### src/hdl/crsh_pkg.sv
// shared types, widths and a helper function for the closest ray segment hit unit
package crsh_pkg;

    // coordinate, direction and derived arithmetic widths
    localparam int CW   = 32;           // coordinate width, Q16.16
    localparam int FB   = 16;           // fraction bits
    localparam int DW   = FB + 2;       // direction width, Q1.16
    localparam int SW   = CW + 1;       // coordinate difference width
    localparam int PW   = SW + DW;      // cross product term width
    localparam int NW   = PW + 1;       // cross product width
    localparam int TW   = PW + 2;       // divider trial width
    localparam int DSW  = 2 * CW;       // squared distance width
    localparam int CNTW = $clog2(SW + 1);
    localparam int AW   = 4;            // configuration address width
    localparam int PDW  = 32;           // configuration data width

    // configuration register indexes
    typedef enum logic [1:0] {
        REG_BASE_X = 2'd0,
        REG_BASE_Y = 2'd1,
        REG_DIR_X  = 2'd2,
        REG_DIR_Y  = 2'd3
    } t_reg;

    // what the back end has to do with one segment
    typedef enum logic [1:0] {
        K_NONE,
        K_CROSS,
        K_COLL
    } t_kind;

    // back end sequencer states
    typedef enum logic [2:0] {
        S_IDLE,
        S_DIV,
        S_DIFF,
        S_SQ,
        S_CMP,
        S_DONE
    } t_state;

    typedef struct packed {
        logic signed [CW-1:0] seg_a_x;
        logic signed [CW-1:0] seg_a_y;
        logic signed [CW-1:0] seg_b_x;
        logic signed [CW-1:0] seg_b_y;
        logic                 last_segment;
    } t_seg;

    typedef struct packed {
        logic                 hit_found;
        logic signed [CW-1:0] hit_x;
        logic signed [CW-1:0] hit_y;
    } t_hit;

    typedef struct packed {
        logic signed [CW-1:0] base_x;
        logic signed [CW-1:0] base_y;
        logic signed [DW-1:0] dir_x;
        logic signed [DW-1:0] dir_y;
    } t_ray;

    // classified segment passed from front to back
    typedef struct packed {
        t_kind                kind;
        logic                 last;
        logic signed [CW-1:0] p0x;
        logic signed [CW-1:0] p0y;
        logic signed [CW-1:0] p1x;
        logic signed [CW-1:0] p1y;
        logic signed [SW-1:0] sx;
        logic signed [SW-1:0] sy;
        logic [PW-1:0]        num;
        logic [PW-1:0]        den;
    } t_task;

    // point lies on the forward side of the ray base
    function automatic logic in_front(input logic signed [CW-1:0] px,
                                      input logic signed [CW-1:0] py,
                                      input t_ray ray);
        logic dx_pos;
        logic dx_neg;
        logic dy_pos;
        dx_pos = !ray.dir_x[DW-1] && (ray.dir_x != '0);
        dx_neg = ray.dir_x[DW-1];
        dy_pos = !ray.dir_y[DW-1] && (ray.dir_y != '0);
        if (dx_pos) begin
            return $signed(px) >= $signed(ray.base_x);
        end else if (dx_neg) begin
            return $signed(px) <= $signed(ray.base_x);
        end else if (dy_pos) begin
            return $signed(py) >= $signed(ray.base_y);
        end
        return $signed(py) <= $signed(ray.base_y);
    endfunction

endpackage

### src/hdl/crsh_queue.sv
// two entry queue of classified segments between front and back
module crsh_queue import crsh_pkg::*; (
    input  logic  i_clk,
    input  logic  i_rst_n,
    input  logic  i_push,
    input  t_task i_data,
    output logic  o_full,
    input  logic  i_pop,
    output t_task o_data,
    output logic  o_empty
);

    t_task      r_mem [2];
    logic       r_wp, r_rp;
    logic [1:0] r_cnt;
    logic       do_push, do_pop;

    assign o_full  = (r_cnt == 2'd2);
    assign o_empty = (r_cnt == 2'd0);
    assign do_push = i_push && !o_full;
    assign do_pop  = i_pop && !o_empty;
    assign o_data  = r_mem[r_rp];

    // pointers and fill count
    always_ff @(posedge i_clk) begin
        if (!i_rst_n) begin
            r_wp  <= 1'b0;
            r_rp  <= 1'b0;
            r_cnt <= 2'd0;
        end else begin
            if (do_push) begin
                r_wp <= !r_wp;
            end
            if (do_pop) begin
                r_rp <= !r_rp;
            end
            if (do_push && !do_pop) begin
                r_cnt <= r_cnt + 2'd1;
            end else if (do_pop && !do_push) begin
                r_cnt <= r_cnt - 2'd1;
            end
        end
    end

    // entry storage
    always_ff @(posedge i_clk) begin
        if (do_push) begin
            r_mem[r_wp] <= i_data;
        end
    end

endmodule

### config.mk
export PLATFORM = sky130hd
export DESIGN_NAME = crsh_queue
export DESIGN_NICKNAME = d
export VERILOG_FILES = /design/src/hdl/crsh_pkg.sv /design/src/hdl/crsh_queue.sv
export SDC_FILE = /design/constraint.sdc
export NUM_CORES = 1
export LEC_CHECK = 0
export BUFFER_PORTS_ARGS = -buffer_cell sky130_fd_sc_hd__clkbuf_2
export CAP_MARGIN = 30
export CELL_PAD_IN_SITES_DETAIL_PLACEMENT = 0
export CELL_PAD_IN_SITES_GLOBAL_PLACEMENT = 1
export CORE_AREA = 3 3 305 307
export DETAILED_ROUTE_END_ITERATION = 7
export DIE_AREA = 0 0 308 310
export PLACE_DENSITY_LB_ADDON = 0.2
export SYNTH_ARGS = -nofsm -noshare
export SYNTH_HDL_FRONTEND = slang
export SYNTH_SLANG_ARGS = --single-unit
### constraint.sdc
create_clock -name i_clk -period 16.86 [get_ports i_clk]
set_input_delay 1.686 -clock i_clk [delete_from_list [all_inputs] [get_ports i_clk]]
set_output_delay 1.686 -clock i_clk [all_outputs]
set_load 0.02 [all_outputs]
==> flow_summary.toml <==
[status]
outcome = "completed"

[synthesis]
async_flop_share = 0
yosys_warnings = 0
synth-seq-cells = 603
syn_area_um2 = 22600
synth_seq_area_share = 0.798
yosys-top-cells-area = "edfxtp_1 (79%), mux2_4 (13%), mux2_2 (4.9%)"
synth_nets = 1259
yosysMostFrequentCell = "edfxtp_1"
syn_inst = 955
yosys.area.top_type = "edfxtp_1"
ys.flop_type = "edfxtp_1"
synth_area_per_cell_um2 = 23.7
synth_cell_types = 21
synth_top_area_share = 0.794
synth_edf_count = 598
yosys-top-cells-count = "edfxtp_1 (598), mux2_4 (200), mux2_2 (99), buf_6 (22), buf_2 (9)"

[power]
total_power_mw = 4.68
ir_drop_mv = 0.0895
leakagePower_nw = 11.1
p_per_area_nw_per_um2 = 161

[finish]
synthToLayoutAreaGrowth_pct = 28.9
drive_gt1_frac = 0.607
nNetsFinal = 1912
fin_area_um2 = 29100

[setup_path]
start_kind = "flop"
critPathBufInv = 5
worst_ep_required_time_ns = 15.17
worst-setup-path-type = "flop to primary output"
crit_family = "buffers and inverters"
end_kind = "primary output"
worstPathMaxFanout = 55
cp_slowest_stage_delay_ns = 0.81
cp_slowest_cell = "buf_4"
arrival_ns = 4.18
critPathMostFrequentCell = "buf_4"
crit_path_cell_trace = "buf_4 -> buf_4 -> buf_16 -> buf_4 -> mux2_4 -> clkbuf_2"

[drt]
drcViolationCount = 0
wire_per_inst_um = 19.2
routed_via_density = 3.94
drtIter0Drc = 532
final_antenna_net_count = 0
wirelength_um = 54700
via_count = 11200
firstDrtPassIters = 5

[sta]
slew_headroom = 0.256
fin_crit_ns = 5.87
finClkSkew_ns = 0.0188
postLayoutSetupSlackWorst_ns = 10.99
drv_slew = 0
timing.hold.ws_ns = 0.550
rsz0062_at_grt = "no"
max_freq_mhz = 170
fin_setup_tns_ns = 0
setup_viol = 0
finalCritPeriodShare = 0.348
hold_viol = 0
tightest_slew_ns = 1.12

[die]
die_area_um2 = 95500
ioPinCount = 604
rows = 110
core_area_um2 = 90300
start_util = 0.250
dieWidth_um = 308
die_height_um = 310

[global_route]
track_usage = 0.110
grt_pass1_wl_um = 78000
gr-total-overflow = 0
grt_max_degree = 155
antenna_found_initial = 11
grt_pass1_vias = 12200

[place]
port_buffers = 603
place_congestion = 0.762
place_ws_ns = 11.16
hpwl_um = 38000
place_area_um2 = 26900

[clocking]
clock-sinks = 603
cts.path.max_buffers = 3
cts_buffers = 69
clk_latency_ns = 0.60
postCtsHoldBufs = 0
htreeDepth = 3
clock-root-buffer = "clkbuf_16"
post_cts_buffers = 0
cts.clk_slew.worst_paths_ns = 0.06
cts_tree = "done"
cts-resized-gates = 0

[run]
cap_viol_max_count = 0

[min_path]
min_path_type = "flop to flop"
-- registers in the layout, indices dropped and copies added, names as in the netlist, named ones only --
signal / cells
r_mem: 598
r_cnt: 2
r_rp: 1
r_wp: 1
-- layout make-up --
class / count / area, µm²
clock buffers: 89 / 1820
clock inverters: 39 / 333
fillers: 8862 / 61100
diodes: 4 / 10.0
repair buffers: 615 / 3190
well taps: 1176 / 1470
multi-input cells: 317 / 4260
inverters: 2 / 7.51
flip-flops and latches: 603 / 18100
-- cells in the final DEF (no fill, tap or decap), types with 2 or more instances in the layout --
cell	count
inv_6	2
and2_1	3
clkbuf_16	70
inv_1	2
clkbuf_2	603
clkinv_1	16
nor2_1	2
mux2_2	99
inv_16	2
buf_16	2
clkinv_8	3
clkbuf_1	19
buf_4	7
mux2_4	200
clkinv_2	9
diode_2	4
xnor2_1	2
buf_12	3
bufinv_16	3
clkinvlp_4	3
edfxtp_1	598
a21boi_0	2
dfxtp_1	4
-- logic make-up (layout without fill, tap and decap cells) --
logic type,count (synthesis),in the layout,synth area share
flip-flops,603,603,0.798
other,0,4,0
AND/OR/NAND/NOR,9,9,0.00243
buffers and inverters,35,745,0.0139
multiplexers,299,299,0.182
XOR/XNOR,3,3,0.00116
AO/OA/AOI/OAI,5,5,0.00144
adder cells (fa/ha/maj),1,1,0.000553
-- layer usage --
layer	global-route usage	share of wire	vias to the layer above
met5	0	0.0015	-
met3	0.0541	0.11	86
met4	0.0361	0.024	12
met1	0.114	0.36	5537
li1	-	-	5150
met2	0.193	0.51	423
-- report_power, final --
part / switching (mW) / internal [mW] / leakage [nW]
sequential: 0.0574 / 1.89 / 5.63
clock: 0.597 / 0.820 / 1.04
combinational: 0.776 / 0.542 / 4.44
-- worst min-delay path: stages, from the launching register on --
cell and delay (ns):
dfxtp_1 0.34, o21ai_0 0.08, a21boi_0 0.08
-- per-stage QoR --
stage               cells   util
finish               2845  0.323
global route         2841  0.323
floorplan             955      -
detailed placement   2711  0.298
global placement     2711  0.298
CTS                  2839  0.322
-- path summary, 6_finish.rpt --
path                               start       endpoint  slack, ns  depth (start not counted)
worst max-delay path                flop    o_data[236]      10.99                          6
worst min-delay path            r_cnt[1]       r_cnt[1]       0.55                          2
worst max register to register  r_cnt[0]  r_mem[1][231]      13.35                          4
worst min register to register  r_cnt[1]       r_cnt[1]       0.55                          2
No activity file was read; power rests on OpenSTA's default activity.
